--- config.mk ---
export PLATFORM = sky130hd
export DESIGN_NAME = fifo_page_buffer_pool
export DESIGN_NICKNAME = d
export VERILOG_FILES = /design/src/rtl/fpbp_pkg.sv /design/src/rtl/fpbp_ctrl.sv /design/src/rtl/fpbp_dp.sv /design/src/rtl/fifo_page_buffer_pool.sv
export SDC_FILE = /design/constraint.sdc
export NUM_CORES = 1
export LEC_CHECK = 0
export BUFFER_PORTS_ARGS = -buffer_cell sky130_fd_sc_hd__buf_2
export CORE_ASPECT_RATIO = 0.7
export CORE_MARGIN = 3
export CORE_UTILIZATION = 63
export CTS_CLUSTER_SIZE = 20
export DETAILED_ROUTE_END_ITERATION = 8
export GPL_TIMING_DRIVEN = 0
export PLACE_DENSITY = 0.81
export SLEW_MARGIN = 20
export SYNTH_ARGS = -nofsm -noshare
export SYNTH_HDL_FRONTEND = slang
export SYNTH_SLANG_ARGS = --single-unit
--- constraint.sdc ---
create_clock -name aclk -period 5.8 [get_ports aclk]
set_input_delay 0.87 -clock aclk [delete_from_list [all_inputs] [get_ports aclk]]
set_output_delay 0.87 -clock aclk [all_outputs]
set_load 0.1 [all_outputs]
--- src/rtl/fpbp_pkg.sv ---
package fpbp_pkg;

    // Directory geometry.
    localparam int FRAMES       = 16;
    localparam int PAGE_ID_BITS = 16;

    // Field widths fixed by the interface.
    localparam int CAP_W       = 5;
    localparam int FUNC_W      = 3;
    localparam int STATUS_W    = 3;
    localparam int FRAME_OUT_W = 4;

    // Derived widths.
    localparam int IDX_W   = (FRAMES > 1) ? $clog2(FRAMES) : 1;
    localparam int CNT_W   = $clog2(FRAMES + 1);
    localparam int SUM_W   = CNT_W + 1;
    localparam int CMP_W   = (CAP_W > CNT_W) ? CAP_W : CNT_W;
    localparam int PCOUNT_W = PAGE_ID_BITS + 1;

    typedef enum logic [FUNC_W-1:0] {
        FUNC_GET    = 3'd0,
        FUNC_MARK   = 3'd1,
        FUNC_FLUSH  = 3'd2,
        FUNC_CLEAR  = 3'd3,
        FUNC_CREATE = 3'd4
    } func_t;

    typedef enum logic [STATUS_W-1:0] {
        ST_HIT    = 3'd0,
        ST_LOADED = 3'd1,
        ST_RANGE  = 3'd2,
        ST_ABSENT = 3'd3,
        ST_DONE   = 3'd4
    } status_t;

    typedef enum logic [1:0] {
        S_IDLE,
        S_EXEC,
        S_FINISH
    } state_t;

    // Commands from the controller to the datapath.
    typedef struct packed {
        logic load;    // capture the accepted item
        logic evict;   // retire the oldest frame
        logic finish;  // apply the item and write one result
    } ctrl_cmd_t;

    // Status from the datapath to the controller.
    typedef struct packed {
        logic out_free;   // the result register can take a result this cycle
        logic evict_req;  // the held item is a get miss on a full pool
        logic more;       // a flush still has dirty frames after this result
    } dp_stat_t;

    typedef struct packed {
        logic             found;
        logic [IDX_W-1:0] idx;
    } pick_t;

    // Lowest set bit of a per-frame vector.
    function automatic pick_t first_set(input logic [FRAMES-1:0] vec);
        pick_t r;
        r = '0;
        for (int i = FRAMES - 1; i >= 0; i--) begin
            if (vec[i]) begin
                r.found = 1'b1;
                r.idx   = IDX_W'(i);
            end
        end
        return r;
    endfunction

endpackage

--- src/rtl/fpbp_ctrl.sv ---
module fpbp_ctrl (
    input  logic                aclk,
    input  logic                aresetn,
    input  logic                s_valid,
    output logic                s_ready,
    input  fpbp_pkg::dp_stat_t  stat,
    output fpbp_pkg::ctrl_cmd_t cmd
);
    import fpbp_pkg::*;

    state_t state_reg;
    state_t state_next;

    always_ff @(posedge aclk) begin
        if (!aresetn) begin
            state_reg <= S_IDLE;
        end else begin
            state_reg <= state_next;
        end
    end

    always_comb begin
        state_next = state_reg;
        case (state_reg)
            S_IDLE: begin
                if (s_valid) begin
                    state_next = S_EXEC;
                end
            end
            S_EXEC: begin
                state_next = S_FINISH;
            end
            S_FINISH: begin
                if (stat.out_free && !stat.more) begin
                    state_next = s_valid ? S_EXEC : S_IDLE;
                end
            end
            default: begin
                state_next = S_IDLE;
            end
        endcase
    end

    always_comb begin
        s_ready    = 1'b0;
        cmd.evict  = 1'b0;
        cmd.finish = 1'b0;
        case (state_reg)
            S_IDLE: begin
                s_ready = 1'b1;
            end
            S_EXEC: begin
                cmd.evict = stat.evict_req;
            end
            S_FINISH: begin
                cmd.finish = stat.out_free;
                s_ready    = stat.out_free && !stat.more;
            end
            default: begin
                s_ready = 1'b0;
            end
        endcase
        cmd.load = s_valid && s_ready;
    end

endmodule

--- src/rtl/fpbp_dp.sv ---
module fpbp_dp (
    input  logic                                aclk,
    input  logic                                aresetn,
    input  fpbp_pkg::ctrl_cmd_t                 cmd,
    output fpbp_pkg::dp_stat_t                  stat,
    input  logic                                cfg_valid,
    input  logic [fpbp_pkg::CAP_W-1:0]          cfg_data,
    input  logic [fpbp_pkg::FUNC_W-1:0]         s_func,
    input  logic [fpbp_pkg::PAGE_ID_BITS-1:0]   s_page_id,
    output logic                                m_valid,
    input  logic                                m_ready,
    output logic [fpbp_pkg::STATUS_W-1:0]       m_status,
    output logic [fpbp_pkg::FRAME_OUT_W-1:0]    m_frame_index,
    output logic                                m_fetch_valid,
    output logic [fpbp_pkg::PAGE_ID_BITS-1:0]   m_fetch_page,
    output logic                                m_writeback_valid,
    output logic [fpbp_pkg::PAGE_ID_BITS-1:0]   m_writeback_page,
    output logic [fpbp_pkg::PAGE_ID_BITS-1:0]   m_created_page,
    output logic                                m_last
);
    import fpbp_pkg::*;

    // Held item and configuration.
    logic [FUNC_W-1:0]       func_reg;
    logic [PAGE_ID_BITS-1:0] pid_reg;
    logic [CAP_W-1:0]        capacity_reg;

    // Directory state.
    logic [PAGE_ID_BITS-1:0] frame_page_reg [FRAMES];
    logic [FRAMES-1:0]       frame_valid_reg;
    logic [FRAMES-1:0]       frame_dirty_reg;
    logic [IDX_W-1:0]        fifo_order_reg [FRAMES];
    logic [IDX_W-1:0]        fifo_head_reg;
    logic [CNT_W-1:0]        resident_count_reg;
    logic [PCOUNT_W-1:0]     page_count_reg;

    // Write-back produced by the eviction step of a get.
    logic                    wb_valid_reg;
    logic [PAGE_ID_BITS-1:0] wb_page_reg;

    // Result register.
    logic                    m_valid_reg;
    logic [STATUS_W-1:0]     m_status_reg;
    logic [FRAME_OUT_W-1:0]  m_frame_index_reg;
    logic                    m_fetch_valid_reg;
    logic [PAGE_ID_BITS-1:0] m_fetch_page_reg;
    logic                    m_writeback_valid_reg;
    logic [PAGE_ID_BITS-1:0] m_writeback_page_reg;
    logic [PAGE_ID_BITS-1:0] m_created_page_reg;
    logic                    m_last_reg;

    logic [FRAMES-1:0]       match;
    logic [FRAMES-1:0]       dirty_vec;
    logic [FRAMES-1:0]       dirty_rest;
    pick_t                   hit;
    pick_t                   free_pick;
    pick_t                   flush_pick;
    logic [CMP_W-1:0]        cap_eff;
    logic [CMP_W-1:0]        count_wide;
    logic                    pool_full;
    logic [IDX_W-1:0]        victim;
    logic [IDX_W-1:0]        rd_idx;
    logic [PAGE_ID_BITS-1:0] rd_page;
    logic [SUM_W-1:0]        tail_sum;
    logic [IDX_W-1:0]        tail;
    logic [IDX_W-1:0]        head_inc;
    logic                    pid_past_end;
    logic                    ids_exhausted;
    logic                    do_load;

    logic [STATUS_W-1:0]     res_status;
    logic [FRAME_OUT_W-1:0]  res_frame;
    logic                    res_fetch_valid;
    logic [PAGE_ID_BITS-1:0] res_fetch_page;
    logic                    res_wb_valid;
    logic [PAGE_ID_BITS-1:0] res_wb_page;
    logic [PAGE_ID_BITS-1:0] res_created;
    logic                    res_last;

    // Tag compare against every frame at once.
    always_comb begin
        for (int i = 0; i < FRAMES; i++) begin
            match[i] = frame_valid_reg[i] && (frame_page_reg[i] == pid_reg);
        end
    end

    assign hit        = first_set(match);
    assign free_pick  = first_set(~frame_valid_reg);
    assign dirty_vec  = frame_valid_reg & frame_dirty_reg;
    assign flush_pick = first_set(dirty_vec);
    assign dirty_rest = dirty_vec & ~(FRAMES'(1) << flush_pick.idx);

    // Capacity zero acts as one, values above the frame count saturate.
    always_comb begin
        cap_eff = CMP_W'(capacity_reg);
        if (cap_eff == '0) begin
            cap_eff = CMP_W'(1);
        end else if (cap_eff > CMP_W'(FRAMES)) begin
            cap_eff = CMP_W'(FRAMES);
        end
    end

    assign count_wide = CMP_W'(resident_count_reg);
    assign pool_full  = (resident_count_reg != '0) && (count_wide >= cap_eff);

    assign victim  = fifo_order_reg[fifo_head_reg];
    assign rd_idx  = cmd.evict ? victim : flush_pick.idx;
    assign rd_page = frame_page_reg[rd_idx];

    // Queue tail is head plus residency, wrapped once.
    always_comb begin
        tail_sum = SUM_W'(fifo_head_reg) + SUM_W'(resident_count_reg);
        if (tail_sum >= SUM_W'(FRAMES)) begin
            tail_sum = tail_sum - SUM_W'(FRAMES);
        end
        tail = tail_sum[IDX_W-1:0];
    end

    assign head_inc = (fifo_head_reg == IDX_W'(FRAMES - 1)) ? '0 : fifo_head_reg + IDX_W'(1);

    assign pid_past_end  = {1'b0, pid_reg} >= page_count_reg;
    assign ids_exhausted = page_count_reg[PCOUNT_W-1];
    assign do_load       = !hit.found && !pid_past_end && free_pick.found;

    assign stat.out_free  = !m_valid_reg || m_ready;
    assign stat.evict_req = (func_reg == FUNC_GET) && !hit.found && pool_full;
    assign stat.more      = (func_reg == FUNC_FLUSH) && flush_pick.found && (|dirty_rest);

    // Result of the held item.
    always_comb begin
        res_status      = ST_DONE;
        res_frame       = '0;
        res_fetch_valid = 1'b0;
        res_fetch_page  = '0;
        res_wb_valid    = 1'b0;
        res_wb_page     = '0;
        res_created     = '0;
        res_last        = 1'b1;
        case (func_reg)
            FUNC_GET: begin
                if (hit.found) begin
                    res_status = ST_HIT;
                    res_frame  = FRAME_OUT_W'(hit.idx);
                end else begin
                    res_wb_valid = wb_valid_reg;
                    res_wb_page  = wb_valid_reg ? wb_page_reg : '0;
                    if (do_load) begin
                        res_status      = ST_LOADED;
                        res_frame       = FRAME_OUT_W'(free_pick.idx);
                        res_fetch_valid = 1'b1;
                        res_fetch_page  = pid_reg;
                    end else begin
                        res_status = ST_RANGE;
                    end
                end
            end
            FUNC_MARK: begin
                if (hit.found) begin
                    res_frame = FRAME_OUT_W'(hit.idx);
                end else begin
                    res_status = ST_ABSENT;
                end
            end
            FUNC_FLUSH: begin
                if (flush_pick.found) begin
                    res_frame    = FRAME_OUT_W'(flush_pick.idx);
                    res_wb_valid = 1'b1;
                    res_wb_page  = rd_page;
                    res_last     = !(|dirty_rest);
                end
            end
            FUNC_CREATE: begin
                if (ids_exhausted) begin
                    res_status = ST_RANGE;
                end else begin
                    res_created = page_count_reg[PAGE_ID_BITS-1:0];
                end
            end
            default: begin
                res_status = ST_DONE;
            end
        endcase
    end

    // Control state.
    always_ff @(posedge aclk) begin
        if (!aresetn) begin
            capacity_reg       <= CAP_W'(FRAMES);
            frame_valid_reg    <= '0;
            frame_dirty_reg    <= '0;
            fifo_head_reg      <= '0;
            resident_count_reg <= '0;
            page_count_reg     <= '0;
            wb_valid_reg       <= 1'b0;
            m_valid_reg        <= 1'b0;
        end else begin
            if (cfg_valid) begin
                capacity_reg <= cfg_data;
            end
            if (cmd.load) begin
                wb_valid_reg <= 1'b0;
            end
            if (cmd.evict) begin
                fifo_head_reg           <= head_inc;
                resident_count_reg      <= resident_count_reg - CNT_W'(1);
                wb_valid_reg            <= frame_dirty_reg[victim];
                frame_valid_reg[victim] <= 1'b0;
                frame_dirty_reg[victim] <= 1'b0;
            end
            if (cmd.finish) begin
                m_valid_reg <= 1'b1;
                case (func_reg)
                    FUNC_GET: begin
                        if (do_load) begin
                            frame_valid_reg[free_pick.idx] <= 1'b1;
                            frame_dirty_reg[free_pick.idx] <= 1'b0;
                            resident_count_reg <= resident_count_reg + CNT_W'(1);
                        end
                    end
                    FUNC_MARK: begin
                        if (hit.found) begin
                            frame_dirty_reg[hit.idx] <= 1'b1;
                        end
                    end
                    FUNC_FLUSH: begin
                        if (flush_pick.found) begin
                            frame_dirty_reg[flush_pick.idx] <= 1'b0;
                        end
                    end
                    FUNC_CLEAR: begin
                        frame_valid_reg    <= '0;
                        frame_dirty_reg    <= '0;
                        fifo_head_reg      <= '0;
                        resident_count_reg <= '0;
                    end
                    FUNC_CREATE: begin
                        if (!ids_exhausted) begin
                            page_count_reg <= page_count_reg + PCOUNT_W'(1);
                        end
                    end
                    default: begin
                        page_count_reg <= page_count_reg;
                    end
                endcase
            end else if (m_ready) begin
                m_valid_reg <= 1'b0;
            end
        end
    end

    // Payload state.
    always_ff @(posedge aclk) begin
        if (cmd.load) begin
            func_reg <= s_func;
            pid_reg  <= s_page_id;
        end
        if (cmd.evict) begin
            wb_page_reg <= rd_page;
        end
        if (cmd.finish) begin
            if ((func_reg == FUNC_GET) && do_load) begin
                frame_page_reg[free_pick.idx] <= pid_reg;
                fifo_order_reg[tail]          <= free_pick.idx;
            end
            m_status_reg          <= res_status;
            m_frame_index_reg     <= res_frame;
            m_fetch_valid_reg     <= res_fetch_valid;
            m_fetch_page_reg      <= res_fetch_page;
            m_writeback_valid_reg <= res_wb_valid;
            m_writeback_page_reg  <= res_wb_page;
            m_created_page_reg    <= res_created;
            m_last_reg            <= res_last;
        end
    end

    assign m_valid           = m_valid_reg;
    assign m_status          = m_status_reg;
    assign m_frame_index     = m_frame_index_reg;
    assign m_fetch_valid     = m_fetch_valid_reg;
    assign m_fetch_page      = m_fetch_page_reg;
    assign m_writeback_valid = m_writeback_valid_reg;
    assign m_writeback_page  = m_writeback_page_reg;
    assign m_created_page    = m_created_page_reg;
    assign m_last            = m_last_reg;

endmodule

--- src/rtl/fifo_page_buffer_pool.sv ---
// Page-frame directory with first-in first-out replacement and dirty tracking.
// Each input transfer carries an operation and a page id and produces one
// result transfer, except flush, which produces one result per dirty frame in
// ascending frame order (one result if none is dirty), with last set on the
// final one. A get runs through an exec step, for the tag compare against all
// frames and, on a miss with a full pool, retirement of the oldest frame, then
// a finish step, which picks the lowest free frame and writes the result. Every
// other operation runs the same steps; a flush stays in the finish step while
// dirty frames remain, since it walks them through the single result register.
// The next item is taken in the same cycle that the current one writes its last
// result, so back-to-back traffic goes from one item's finish step straight to
// the exec step of the next. A result waits in the output register until it is
// taken, and the block holds the current item meanwhile. Capacity is written
// through the cfg channel, which is always ready; write it only while the
// block is idle. There is no clearing pass after reset: the pool starts empty.
module fifo_page_buffer_pool (
    input  logic                                aclk,
    input  logic                                aresetn,
    input  logic                                cfg_valid,
    output logic                                cfg_ready,
    input  logic [fpbp_pkg::CAP_W-1:0]          cfg_data,
    input  logic                                s_valid,
    output logic                                s_ready,
    input  logic [fpbp_pkg::FUNC_W-1:0]         s_func,
    input  logic [fpbp_pkg::PAGE_ID_BITS-1:0]   s_page_id,
    output logic                                m_valid,
    input  logic                                m_ready,
    output logic [fpbp_pkg::STATUS_W-1:0]       m_status,
    output logic [fpbp_pkg::FRAME_OUT_W-1:0]    m_frame_index,
    output logic                                m_fetch_valid,
    output logic [fpbp_pkg::PAGE_ID_BITS-1:0]   m_fetch_page,
    output logic                                m_writeback_valid,
    output logic [fpbp_pkg::PAGE_ID_BITS-1:0]   m_writeback_page,
    output logic [fpbp_pkg::PAGE_ID_BITS-1:0]   m_created_page,
    output logic                                m_last
);
    import fpbp_pkg::*;

    ctrl_cmd_t cmd;
    dp_stat_t  stat;

    // The capacity register can take a write in any cycle.
    assign cfg_ready = 1'b1;

    // The controller sequences accept, eviction and the result step.
    fpbp_ctrl u_ctrl (
        .aclk    (aclk),
        .aresetn (aresetn),
        .s_valid (s_valid),
        .s_ready (s_ready),
        .stat    (stat),
        .cmd     (cmd)
    );

    // The datapath holds the directory, the replacement queue and the result register.
    fpbp_dp u_dp (
        .aclk              (aclk),
        .aresetn           (aresetn),
        .cmd               (cmd),
        .stat              (stat),
        .cfg_valid         (cfg_valid),
        .cfg_data          (cfg_data),
        .s_func            (s_func),
        .s_page_id         (s_page_id),
        .m_valid           (m_valid),
        .m_ready           (m_ready),
        .m_status          (m_status),
        .m_frame_index     (m_frame_index),
        .m_fetch_valid     (m_fetch_valid),
        .m_fetch_page      (m_fetch_page),
        .m_writeback_valid (m_writeback_valid),
        .m_writeback_page  (m_writeback_page),
        .m_created_page    (m_created_page),
        .m_last            (m_last)
    );

endmodule
==> flow_summary.yaml <==
outcome:
  outcome: "complete, but fails checks"
  violations: "setup timing"
route:
  drtIter0Drc: 3990
  routedWlPerCell_um: 34.6
  dr_wl_met2_mm: 36.7
  vias_per_cell: 7.21
  ant_nets: 0
  drtPass1Iterations: 7
  top_layer: "met5"
  drt-met1-wl_mm: 36.3
  wirelength_mm: 96.5
  wl_met3_mm: 18.6
  vias: 20112
  drc: 0
worst_setup_path:
  reg2reg_slack_ns: -0.21
  r2r_start: "u_dp.pid_reg[5]"
  path_delay_family: "compound AO/OA/AOI/OAI gates"
  path_max_fanout: 10
  path_buf_inv: 5
  timing.rr.end: "u_dp.m_writeback_page[12]"
  worstPathCellList: "buf_12, buf_4, buf_4, xor2_1, nor4_1, nand4_1, o22ai_1, nor3_2, and3_1, buf_6, nand2_4, mux2i_1, clkbuf_1, a21oi_1, a2111oi_1, o22ai_1, a22o_1"
  r2r_cells: 17
  startpoint_type: "register"
  cp-endpoint: "u_dp.m_writeback_page[12]"
  path_class: "register to register"
  required_ns: 6.15
  slowest_stage: "a2111oi_1"
  worstSetupStartpoint: "u_dp.pid_reg[5]"
  path_depth: 17
  slowest_delay_ns: 0.82
  end_kind: "register"
  crit_arrival_ns: 6.36
floorplanning:
  row_count: 60
  coreArea_sq_mm: 0.0387
  die_h_um: 172
  die_w_um: 243
  die_area_sq_mm: 0.0419
  io_pins: 90
  start_util: 0.642
sta:
  rsz0062_at_grt: "no"
  tightest_slew_ns: 1.25
  hold_violations: 0
  slew_violations: 0
  finalCritPeriodShare: 1.04
  fin_crit_ns: 6.01
  worst_slack_ns: -0.210
  timing.hold.ws_ns: 0.468
  fin_skew_ns: 0.0300
  setup_viol_count_final: 4
  relSlewSlack: 0.157
  fmax_mhz: 166
yosys:
  ys_ff_latch: 480
  async_reset_ff_frac: 0
  synth_edf_count: 413
  syn_area_sq_mm: 0.0248
  ys_warn_count: 0
  synth_ff_type: "edfxtp_1"
  synth-seq-area-share: 0.554
  ys_top_cells_by_area: "edfxtp_1 (50%), xor2_1 (6.8%), dfxtp_1 (5.4%)"
  synth_nets: 2098
  synth_cell_types: 83
  synth_top_area_cell: "edfxtp_1"
  synth_top_cell_area_share: 0.500
  syn_area_per_cell_sq_um: 12.2
  synthCells: 2040
cells_and_area:
  final_common_cell: "edfxtp_1"
  synthToLayoutAreaGrowth_pct: 13.0
  instances_no_fill: 2788
  final_cell_mix: "edfxtp_1 (413), xor2_1 (193), nand2_1 (156), buf_2 (101), mux2i_1 (91)"
  largest_reg_flops: 256
  final_area_sq_mm: 0.0281
  layout-drive-gt1-share: 0.171
  finalNetCount: 2281
  num-fill-cells: 2604
clock_network:
  cts_made_buffers: 45
  clockRootBuffer: "clkbuf_16"
  clk_path_buf_depth: 3
  cts_tree: "yes"
  clkTransAtPathRegs_ns: 0.07
  h-tree-depth: 2
  clock_sinks: 480
  worstSkewPairLatency_ns: 0.59
  holdBufCountCts: 0
global_route:
  grt_pass1_vias: 18815
  grt_max_degree: 61
  grt_overflow_total: 0
  grt_antenna_before_repair: 8
  grt_pass1_wl_mm: 135
  track_usage: 0.458
power:
  p_leak_nw: 9.26
  vdd_drop_max_v: 0.000318
  pwr_density_cell_mw_per_mm2: 263
placed_design:
  post-place-ws_ns: -0.384
  dp.cells: 2668
  gp_congestion: 1.08
  hpwlAfterDp_mm: 68.7
  io_buffers: 87
  place_area_sq_mm: 0.0262
hold_path:
  hold_path.class: "input port to register"
flow_run:
  cap_violations: 0
[final cells by class]
type,count,area [sq um],share of cell area
sequential,480,13700,0.490
antenna,3,7.51,0.000268
clock inverter,27,260,0.00928
tap,527,659,0.0235
clock buffer,55,1230,0.0437
multi-input combinational,1407,10400,0.370
inverter,47,179,0.00638
timing repair buffer,136,966,0.0344
buffer,106,643,0.0229
[how the worst min path moves through the flow]
stage / start / to / slack, ns / cells after the start
after detailed placement: u_dp.wb_valid_reg / u_dp.wb_valid_reg / 0.46 / 2
after floorplan: u_dp.wb_valid_reg / u_dp.wb_valid_reg / 0.44 / 2
after CTS: s_page_id[11] / u_dp.pid_reg[11] / 0.47 / 1
final: s_page_id[15] / u_dp.pid_reg[15] / 0.47 / 1
after global routing: s_page_id[9] / u_dp.pid_reg[9] / 0.46 / 1
after global placement: u_dp.wb_valid_reg / u_dp.wb_valid_reg / 0.46 / 2
[worst register-to-register path, stage by stage, from the launching register on]
cell and delay, ns:
edfxtp_1 0.40, buf_12 0.17, buf_4 0.29, buf_4 0.39
xor2_1 0.22, nor4_1 0.51, nand4_1 0.19, o22ai_1 0.27
nor3_2 0.14, and3_1 0.18, buf_6 0.13, nand2_4 0.13
mux2i_1 0.37, clkbuf_1 0.68, a21oi_1 0.25, a2111oi_1 0.82
o22ai_1 0.37, a22o_1 0.26
[report_power, final]
part	switching [W]	internal (W)
sequential	0.0000144	0.00376
clock	0.00139	0.00169
combinational	0.000392	0.000137
[metrics by stage]
stage	power (W)	TNS [ns]	util
2_1_floorplan	0.00414	0	-
3_3_place_gp	0.00429	-101.47	0.670
3_5_place_dp	0.00430	-26.62	0.677
4_1_cts	0.00731	0	0.725
5_1_grt	0.00747	0	0.725
6_report	0.00738	-0.347	0.726
[layer usage]
metal / global-route usage / vias up
met5: 0.0441 / -
met4: 0.172 / 18
met3: 0.245 / 370
met2: 0.609 / 1946
met1: 0.628 / 9711
li1: - / 8067
[synth_stat cells (all sizes together) (41+ instances only)]
cell,number
mux2i,93
nor4,57
xor2,193
edfxtp,413
inv,46
nor2,97
xnor2,83
nand3,69
o21ai,87
clkbuf,48
nor3,52
buf,58
dfxtp,67
and2,41
nand2,157
a21oi,60
[cell families after synthesis]
family,after synthesis,synth area share
flops,480,0.554
xor+xnor,276,0.0974
other cells,1,0.000151
compound gates,355,0.0973
mux,139,0.0729
simple gates,607,0.131
buf+inv,153,0.0329
fa+ha+maj,29,0.0149
[what timing repair did]
action                     in CTS  in global routing
setup endpoints to repair     186                 28
buffers inserted               35                  0
gates resized for setup         0                  9
cloned                          0                  0
Power figures use the tool's default switching activity.
